===== src/hdl/assert_macros.svh =====
// Assertion helpers for the RTL; byte_set_statistics_unit.sv includes them.
// ASSERT_RST is disabled while the reset is asserted; ASSERT_ALWAYS also checks during reset.
`ifndef ASSERT_MACROS_SVH
`define ASSERT_MACROS_SVH
`ifndef SYNTHESIS
`define ASSERT_RST(lbl, clk, rst_n, prop, msg) \
  lbl: assert property (@(posedge clk) disable iff (!rst_n) (prop)) else $error(msg);
`define ASSERT_ALWAYS(lbl, clk, prop, msg) \
  lbl: assert property (@(posedge clk) (prop)) else $error(msg);
`else
`define ASSERT_RST(lbl, clk, rst_n, prop, msg)
`define ASSERT_ALWAYS(lbl, clk, prop, msg)
`endif
`endif


===== src/hdl/bss_pkg.sv =====
`default_nettype none

package bss_pkg;

  // Sample and result widths
  localparam int unsigned ValueW  = 8;
  localparam int unsigned MedianW = 9;

  // Sequencer states
  typedef enum logic [1:0] {
    ST_LOAD,
    ST_SCAN,
    ST_DECIDE,
    ST_FINISH
  } state_e;

  // One result word
  typedef struct packed {
    logic [MedianW-1:0] median_doubled;
    logic [ValueW-1:0]  mean;
    logic [ValueW-1:0]  minimum;
    logic [ValueW-1:0]  maximum;
  } result_t;

endpackage

`default_nettype wire


===== src/hdl/byte_set_statistics_unit.sv =====
`default_nettype none

// Byte set statistics: takes one unsigned byte per word on the slave stream, with tlast on
// the final sample of a set, and gives one result word per set (maximum, minimum, mean
// rounded down, median times two, and an overflow flag in tuser when samples beyond
// CAPACITY were dropped). Loading takes one sample per cycle. After the closing word the
// input stalls while the median is found by a bit-by-bit value search: each of the 16
// passes (eight bits for each of the two middle values) reads all n stored samples through
// the single read port of the sample memory and counts those below a candidate in one
// shared compare unit. The mean comes from an eight-step divider that runs alongside.
// The next set may be loaded while the previous result still waits on the master side.
module byte_set_statistics_unit #(
  parameter int unsigned CAPACITY = 64
) (
  input  wire logic        clk_i,
  input  wire logic        rst_ni,
  input  wire logic        s_axis_tvalid,
  output logic             s_axis_tready,
  input  wire logic [7:0]  s_axis_tdata,   // [7:0] value
  input  wire logic        s_axis_tlast,   // last
  output logic             m_axis_tvalid,
  input  wire logic        m_axis_tready,
  output logic [39:0]      m_axis_tdata,   // [7:0] maximum, [15:8] minimum, [23:16] mean,
                                           // [32:24] median_doubled, rest zero
  output logic             m_axis_tuser    // overflow
);

`include "assert_macros.svh"

  localparam int unsigned CW = $clog2(CAPACITY + 1);
  localparam int unsigned AW = $clog2(CAPACITY);
  localparam int unsigned SW = bss_pkg::ValueW + CW;
  localparam int unsigned VW = bss_pkg::ValueW;
  localparam int unsigned BW = $clog2(VW);

  bss_pkg::state_e state_q, state_d;

  logic [CW-1:0]  cnt_q, cnt_d;
  logic [SW-1:0]  sum_q, sum_d;
  logic           drop_q, drop_d;
  logic [VW-1:0]  max_q, max_d, min_q, min_d;

  logic [BW-1:0]  bit_q, bit_d;
  logic           sel_q, sel_d;
  logic [VW-1:0]  r_q, r_d, r0_q, r0_d;
  logic [CW-1:0]  lt_q, lt_d;
  logic [AW-1:0]  addr_q, addr_d;
  logic           issue_done_q, issue_done_d;
  logic           rd_vld_q, rd_last_q;

  logic           m_valid_q, m_valid_d;
  bss_pkg::result_t res_q, res_d;
  logic           ovf_q, ovf_d;

  logic           in_fire, full, store, close_set, rd_en, last_addr, div_done;
  logic [VW-1:0]  cand, rd_data, mean;
  logic [CW-1:0]  k_sel;

  assign s_axis_tready = (state_q == bss_pkg::ST_LOAD);
  assign in_fire       = s_axis_tvalid && s_axis_tready;
  assign full          = (cnt_q == CW'(CAPACITY));
  assign store         = in_fire && !full;
  assign close_set     = in_fire && s_axis_tlast;

  // Candidate and rank for the value search
  assign cand      = r_q | (VW'(1) << bit_q);
  assign k_sel     = sel_q ? (cnt_q >> 1) : ((cnt_q - CW'(1)) >> 1);
  assign rd_en     = (state_q == bss_pkg::ST_SCAN) && !issue_done_q;
  assign last_addr = (CW'(addr_q) == (cnt_q - CW'(1)));

  bss_mem #(
    .DEPTH (CAPACITY),
    .AW    (AW)
  ) u_mem (
    .clk_i     (clk_i),
    .wr_en_i   (store),
    .wr_addr_i (cnt_q[AW-1:0]),
    .wr_data_i (s_axis_tdata),
    .rd_en_i   (rd_en),
    .rd_addr_i (addr_q),
    .rd_data_o (rd_data)
  );

  bss_div #(
    .SW (SW),
    .CW (CW)
  ) u_div (
    .clk_i      (clk_i),
    .rst_ni     (rst_ni),
    .start_i    (close_set),
    .dividend_i (sum_d),
    .divisor_i  (cnt_d),
    .done_o     (div_done),
    .quotient_o (mean)
  );

  // Sequencer: load, scan passes with a decision after each, final write of the result word
  always_comb begin
    state_d      = state_q;
    cnt_d        = cnt_q;
    sum_d        = sum_q;
    drop_d       = drop_q;
    max_d        = max_q;
    min_d        = min_q;
    bit_d        = bit_q;
    sel_d        = sel_q;
    r_d          = r_q;
    r0_d         = r0_q;
    lt_d         = lt_q;
    addr_d       = addr_q;
    issue_done_d = issue_done_q;
    m_valid_d    = m_valid_q;
    res_d        = res_q;
    ovf_d        = ovf_q;

    // Release the result word once taken
    if (m_valid_q && m_axis_tready) begin
      m_valid_d = 1'b0;
    end

    // Count samples below the candidate as read data returns
    if (rd_vld_q && (rd_data < cand)) begin
      lt_d = lt_q + CW'(1);
    end

    unique case (state_q)
      bss_pkg::ST_LOAD: begin
        if (store) begin
          cnt_d = cnt_q + CW'(1);
          sum_d = sum_q + SW'(s_axis_tdata);
          if (cnt_q == '0) begin
            max_d = s_axis_tdata;
            min_d = s_axis_tdata;
          end else begin
            if (s_axis_tdata > max_q) max_d = s_axis_tdata;
            if (s_axis_tdata < min_q) min_d = s_axis_tdata;
          end
        end else if (in_fire) begin
          drop_d = 1'b1;
        end
        if (close_set) begin
          bit_d        = BW'(VW - 1);
          sel_d        = 1'b0;
          r_d          = '0;
          lt_d         = '0;
          addr_d       = '0;
          issue_done_d = 1'b0;
          state_d      = bss_pkg::ST_SCAN;
        end
      end
      bss_pkg::ST_SCAN: begin
        if (rd_en) begin
          if (last_addr) begin
            issue_done_d = 1'b1;
          end else begin
            addr_d = addr_q + AW'(1);
          end
        end
        if (rd_vld_q && rd_last_q) begin
          state_d = bss_pkg::ST_DECIDE;
        end
      end
      bss_pkg::ST_DECIDE: begin
        // Keep the candidate bit while no more than k samples lie below it
        lt_d         = '0;
        addr_d       = '0;
        issue_done_d = 1'b0;
        if (lt_q <= k_sel) begin
          r_d = cand;
        end
        if (bit_q == '0) begin
          if (sel_q) begin
            state_d = bss_pkg::ST_FINISH;
          end else begin
            r0_d    = (lt_q <= k_sel) ? cand : r_q;
            r_d     = '0;
            sel_d   = 1'b1;
            bit_d   = BW'(VW - 1);
            state_d = bss_pkg::ST_SCAN;
          end
        end else begin
          bit_d   = bit_q - BW'(1);
          state_d = bss_pkg::ST_SCAN;
        end
      end
      bss_pkg::ST_FINISH: begin
        // Write the result word when the output register is free and the mean is ready, then start a new set
        if ((!m_valid_q || m_axis_tready) && div_done) begin
          res_d.maximum        = max_q;
          res_d.minimum        = min_q;
          res_d.mean           = mean;
          res_d.median_doubled = bss_pkg::MedianW'(r0_q) + bss_pkg::MedianW'(r_q);
          ovf_d                = drop_q;
          m_valid_d            = 1'b1;
          cnt_d                = '0;
          sum_d                = '0;
          drop_d               = 1'b0;
          state_d              = bss_pkg::ST_LOAD;
        end
      end
      default: state_d = bss_pkg::ST_LOAD;
    endcase
  end

  // Control registers
  always_ff @(posedge clk_i or negedge rst_ni) begin
    if (!rst_ni) begin
      state_q      <= bss_pkg::ST_LOAD;
      cnt_q        <= '0;
      sum_q        <= '0;
      drop_q       <= 1'b0;
      bit_q        <= '0;
      sel_q        <= 1'b0;
      lt_q         <= '0;
      addr_q       <= '0;
      issue_done_q <= 1'b0;
      rd_vld_q     <= 1'b0;
      rd_last_q    <= 1'b0;
      m_valid_q    <= 1'b0;
    end else begin
      state_q      <= state_d;
      cnt_q        <= cnt_d;
      sum_q        <= sum_d;
      drop_q       <= drop_d;
      bit_q        <= bit_d;
      sel_q        <= sel_d;
      lt_q         <= lt_d;
      addr_q       <= addr_d;
      issue_done_q <= issue_done_d;
      rd_vld_q     <= rd_en;
      rd_last_q    <= rd_en && last_addr;
      m_valid_q    <= m_valid_d;
    end
  end

  // Datapath registers
  always_ff @(posedge clk_i) begin
    max_q <= max_d;
    min_q <= min_d;
    r_q   <= r_d;
    r0_q  <= r0_d;
    res_q <= res_d;
    ovf_q <= ovf_d;
  end

  assign m_axis_tvalid = m_valid_q;
  assign m_axis_tdata  = 40'(res_q);
  assign m_axis_tuser  = ovf_q;

  `ASSERT_RST(a_cnt_cap, clk_i, rst_ni, cnt_q <= CW'(CAPACITY), "sample count beyond capacity")
  `ASSERT_RST(a_lt_cnt, clk_i, rst_ni, (state_q == bss_pkg::ST_DECIDE) |-> (lt_q <= cnt_q), "below-count exceeds sample count")
  `ASSERT_RST(a_rd_scan, clk_i, rst_ni, rd_vld_q |-> ($past(state_q) == bss_pkg::ST_SCAN), "read data outside a scan pass")
  `ASSERT_RST(a_out_src, clk_i, rst_ni, $rose(m_valid_q) |-> (($past(state_q) == bss_pkg::ST_FINISH) && $past(div_done)), "result word written before the mean was ready")

endmodule

`default_nettype wire


===== src/hdl/bss_mem.sv =====
`default_nettype none

module bss_mem #(
  parameter int unsigned DEPTH = 64,
  parameter int unsigned AW    = 6
) (
  input  wire logic                           clk_i,
  input  wire logic                           wr_en_i,
  input  wire logic [AW-1:0]                  wr_addr_i,
  input  wire logic [bss_pkg::ValueW-1:0]     wr_data_i,
  input  wire logic                           rd_en_i,
  input  wire logic [AW-1:0]                  rd_addr_i,
  output logic      [bss_pkg::ValueW-1:0]     rd_data_o
);

  logic [bss_pkg::ValueW-1:0] mem_q [DEPTH];

  // Write one sample
  always_ff @(posedge clk_i) begin
    if (wr_en_i) begin
      mem_q[wr_addr_i] <= wr_data_i;
    end
  end

  // Registered read
  always_ff @(posedge clk_i) begin
    if (rd_en_i) begin
      rd_data_o <= mem_q[rd_addr_i];
    end
  end

endmodule

`default_nettype wire


===== src/hdl/bss_div.sv =====
`default_nettype none

module bss_div #(
  parameter int unsigned SW = 15,
  parameter int unsigned CW = 7
) (
  input  wire logic                       clk_i,
  input  wire logic                       rst_ni,
  input  wire logic                       start_i,
  input  wire logic [SW-1:0]              dividend_i,
  input  wire logic [CW-1:0]              divisor_i,
  output logic                            done_o,
  output logic [bss_pkg::ValueW-1:0]      quotient_o
);

  localparam int unsigned QW = bss_pkg::ValueW;

  logic [SW-1:0]           rem_q, rem_d;
  logic [SW-1:0]           den_q, den_d;
  logic [QW-1:0]           quo_q, quo_d;
  logic [$clog2(QW)-1:0]   step_q, step_d;
  logic                    busy_q, busy_d;
  logic                    done_q, done_d;
  logic                    ge;

  // One restoring step a cycle: the quotient fits in a byte, so start at bit 7
  always_comb begin
    rem_d  = rem_q;
    den_d  = den_q;
    quo_d  = quo_q;
    step_d = step_q;
    busy_d = busy_q;
    done_d = done_q;
    ge     = (rem_q >= den_q);
    if (start_i) begin
      rem_d  = dividend_i;
      den_d  = SW'({divisor_i, {(QW-1){1'b0}}});
      quo_d  = '0;
      step_d = ($clog2(QW))'(QW - 1);
      busy_d = 1'b1;
      done_d = 1'b0;
    end else if (busy_q) begin
      if (ge) begin
        rem_d = rem_q - den_q;
      end
      quo_d = {quo_q[QW-2:0], ge};
      den_d = den_q >> 1;
      if (step_q == '0) begin
        busy_d = 1'b0;
        done_d = 1'b1;
      end else begin
        step_d = step_q - 1'b1;
      end
    end
  end

  // Control registers
  always_ff @(posedge clk_i or negedge rst_ni) begin
    if (!rst_ni) begin
      busy_q <= 1'b0;
      done_q <= 1'b0;
      step_q <= '0;
    end else begin
      busy_q <= busy_d;
      done_q <= done_d;
      step_q <= step_d;
    end
  end

  // Datapath registers
  always_ff @(posedge clk_i) begin
    rem_q <= rem_d;
    den_q <= den_d;
    quo_q <= quo_d;
  end

  assign done_o     = done_q;
  assign quotient_o = quo_q;

endmodule

`default_nettype wire

===== config.mk =====
export PLATFORM = sky130hd
export DESIGN_NAME = byte_set_statistics_unit
export DESIGN_NICKNAME = d
export VERILOG_FILES = /design/src/hdl/bss_pkg.sv /design/src/hdl/byte_set_statistics_unit.sv /design/src/hdl/bss_mem.sv /design/src/hdl/bss_div.sv
export VERILOG_INCLUDE_DIRS = /design/src /design/src/hdl
export SDC_FILE = /design/constraint.sdc
export NUM_CORES = 1
export LEC_CHECK = 0
export BUFFER_PORTS_ARGS = -buffer_cell sky130_fd_sc_hd__buf_2
export CORE_MARGIN = 8
export CORE_UTILIZATION = 63
export CTS_CLUSTER_DIAMETER = 100
export DETAILED_ROUTE_END_ITERATION = 10
export GPL_ROUTABILITY_DRIVEN = 0
export PLACE_DENSITY = 0.9
export SYNTH_ARGS = -nofsm -noshare
export SYNTH_HDL_FRONTEND = slang
export SYNTH_SLANG_ARGS = --single-unit
export TNS_END_PERCENT = 20

===== constraint.sdc =====
create_clock -name clk_i -period 3.4 [get_ports clk_i]
set_input_delay 0.17 -clock clk_i [delete_from_list [all_inputs] [get_ports clk_i]]
set_output_delay 0.17 -clock clk_i [all_outputs]
set_load 0.02 [all_outputs]

==> metrics.log <==
INFO  metric outcome = completed
INFO  metric initial_core_utilization = between 60% and 70%
INFO  metric finalHoldViolCount = 0
INFO  metric post-dp-hpwl = 43570 um
INFO  metric via_density_per_instance = between 6 and 7
INFO  metric synth_enable_flop_cells = about 610
INFO  metric synthToLayoutAreaGrowth = 12.54%
INFO  metric post_cts_buffers = 0
INFO  metric critPathRequiredTime = approximately 3.8 ns
INFO  metric grt_pass1_wl = between 100000 and 150000 um
INFO  metric worst_path_largest_cell_delay = roughly 0.4 ns
INFO  metric power.static_leakage = 11.29 nW
INFO  metric design.final.nets = approximately 1900
INFO  metric layoutNonFillerInstCount = approximately 2500
INFO  metric cts.sink_count = about 670
INFO  metric seq_area_frac_synth = about 69%
INFO  metric core_region_area = 0.04519 mm2
INFO  metric syn_avg_cell_area = 17.13 um2
INFO  metric yosys_register_bits = approximately 670
INFO  metric timing.critical_path.slowest_stage_cell = dfrtp_1
INFO  metric number_of_drc_violations_after_detailed_routing_iteration_0 = 2301
INFO  metric placedCellCount = about 2400
INFO  metric ctsRootBufferMaster = clkbuf_16
INFO  metric clkLatencyLatePin = between 0.6 and 0.7 ns
INFO  metric worstPathMaxFanout = 10
INFO  metric crit_path_cell_trace = inv_1 > ha_1 > nor2b_1 > xnor2_1 > ha_1 > nor2b_1 > o21a_1 > o21a_1 > o21bai_1 > a21oi_1 > o41ai_1
INFO  metric cp_num_buf_inv = 1
INFO  metric io_pins = 56
INFO  metric antenna_found_initial = 1
INFO  metric postSynth.asyncResetShare = around 7.6%
INFO  metric fillerInstances = approximately 2500
INFO  metric fp.dieArea = ~0.053 mm2
INFO  metric gr-total-overflow = 0
INFO  metric drive_gt1_share = between 20 and 25%
INFO  metric tightestPinTransition = 0.9533 ns
INFO  metric setup_tns = 0 ns
INFO  metric layout_commonest_cell = edfxtp_1
INFO  metric remaining_drc_errors = 0
INFO  metric first_global_vias = ~17000
INFO  metric report.final.slew_viol_count = 0
INFO  metric mappedNetlistArea = between 0.02 and 0.03 mm2
INFO  metric critical-path-top-delay-family = compound AO/OA/AOI/OAI gates
INFO  metric ant_nets = 0
INFO  metric routed_wire_length_per_instance = 28.58 um
INFO  metric vias_after_detailed_routing = 16970
INFO  metric start_kind = flop
INFO  metric maxClockFrequency = 309.8 MHz
INFO  metric syn_inst = 1678
INFO  metric tritoncts.num_buffers = 60
INFO  metric synthFlopType = edfxtp_1
INFO  metric drtPass1Iterations = 8
INFO  metric fp.dieH = around 230 um
INFO  metric whs = about 0.053 ns
INFO  metric die_width = 229.6 um
INFO  metric skew = ~0.019 ns
INFO  metric slew-limit-headroom = approximately 36%
INFO  metric htree_levels = 2
INFO  metric tightest_hold_check_type = in2reg
INFO  metric synthesis.yosys.warnings = 0
INFO  metric cts_tree = yes
INFO  metric pwr_density_cell = about 760 mW/mm2
INFO  metric placement.io_buffers = 48
INFO  metric grt_max_degree = 63
INFO  metric synth.distinct_cells = 71
INFO  metric vdd_drop_max = about 590 uV
INFO  metric overall_routed_net_length = about 70000 um
INFO  metric final-setup-viol-count = 0
INFO  metric finalCritPeriodShare = between 90% and 100%
INFO  metric worst_setup_hold_path_clk_slew = roughly 0.070 ns
INFO  metric grt_setup_unrepaired = no
INFO  metric setup.worst_path.end_class = flop
INFO  metric worst_ep_arrival = ~3.7 ns
INFO  metric fp-row-count = 78
INFO  metric post-route-min-period = ~3.2 ns
INFO  metric timing.max_cap.violations = 0
INFO  metric max-clock-path-buffers = 3
INFO  metric timing_worst_setup_path_type = reg2reg
INFO  metric grt_usage = a little over a quarter
INFO  metric layout_common_cells = 608 x edfxtp_1, 160 x mux4_2, 112 x nor2_1, 112 x buf_4, 80 x nand2_1
==> final cells by class <==
type / instances / area (um2) / share of cell area (%)
sequential: 674 / 19840 / 61.33
multi-input combinational: 867 / 8343 / 25.79
clock buffer: 75 / 1609 / 4.973
timing repair buffer: 172 / 1241 / 3.836
tap: 600 / 750.7 / 2.320
clock inverter: 39 / 325.3 / 1.005
inverter: 64 / 240.2 / 0.7425
antenna: 1 / 2.502 / 0.007734
==> worst reg2reg max path, stage by stage (launching register included) <==
cell	delay, ns
dfrtp_1	0.40
inv_1	0.13
ha_1	0.30
nor2b_1	0.30
xnor2_1	0.16
ha_1	0.27
nor2b_1	0.14
o21a_1	0.16
o21a_1	0.16
o21bai_1	0.29
a21oi_1	0.33
o41ai_1	0.39
==> metal layers <==
metal	track usage (%)	share of wire (%)	vias up
met2	43.99	49	1255
met3	4.907	9.8	262
met1	34.23	35	8488
met5	0	0.018	-
li1	-	-	6964
met4	14.33	5.9	2
==> sequential cells by signal, summed over array words and instances (netlist names), 14 cells and up <==
signal,count
sum_q,15
u_div.den_q,14
m_axis_tdata,33
u_div.rem_q,15
u_mem.mem_q,512
==> power breakdown <==
group	total [W]	internal [W]	switching [W]
Clock	0.00669	0.00368	0.00301
Combinational	0.00738	0.00314	0.00424
Sequential	0.0105	0.00996	0.000521
==> Yosys cell counts (all sizes together) (4+ instances only) <==
cell,instances,area (um2)
and2,8,50.05
o22ai,5,31.28
mux4,160,3603
nor3,10,50.05
a2111oi,4,35.03
inv,64,240.2
nand4b,6,52.55
ha,74,925.9
clkbuf,47,176.4
mux2i,21,210.2
o21ai,41,205.2
a21o,17,127.6
dfxtp,15,300.3
nand3b,6,45.04
nor2b,15,93.84
a211oi,14,105.1
o21bai,4,30.03
nand2,80,300.3
or3,7,43.79
nand4,11,68.82
dfrtp,51,1276
a21oi,58,294.0
and3,14,87.58
buf,32,178.9
xnor2,26,227.7
edfxtp,608,18260
nor4,5,46.29
nand2b,13,81.33
a31oi,7,43.79
o21a,12,90.09
a22oi,19,142.6
nor2,112,420.4
o31ai,12,95.09
o211ai,8,60.06
a22o,5,43.79
mux2,9,101.4
nand3,26,130.1
xor2,14,122.6
==> through the flow <==
stage / utilization [%] / total power (W) / setup slack, ns / area [um2]
after detailed placement: 67.14 / 0.01769 / 0.2269 / 30340
after global placement: 67.14 / 0.01731 / 0.4352 / 30340
final: 71.60 / 0.02455 / 0.1718 / 32350
after floorplan: - / 0.01560 / 0.4701 / 28770
after CTS: 71.60 / 0.02448 / 0.2002 / 32350
after global routing: 71.60 / 0.02546 / 0.03042 / 32350
==> timing repair <==
action	CTS	global route
hold buffers	8	0
setup endpoints to repair	0	4
hold endpoints to repair	55	0
gates resized for setup	0	1
==> cells by family after synthesis <==
kind of cell | synth area share, %
buffers and inverters | 2.072
DFF | 68.99
adders and majority gates | 3.430
xor gates and xnor gates | 1.219
AOI/OAI and AO/OA | 5.279
and+or+nand+nor | 5.379
other | 0.01304
muxes | 13.62
==> final timing paths <==
path | slack, ns | end | start | cells after the start
setup / recovery | 0.17 | r_q[0] | cnt_q[0] | 11
hold / removal | 0.05 | u_mem.mem_q[52][1] | s_axis_tdata[1] | 1
setup reg to reg | 0.17 | r_q[0] | cnt_q[0] | 11
hold reg to reg | 0.45 | m_axis_tdata[3] | max_q[3] | 0
max in group asynchronous | 2.47 | sum_q[2] | rst_ni | 3
min in group asynchronous | 0.10 | u_div.step_q[0] | rst_ni | 2
Note: power is estimated with default switching activity, not from simulation.
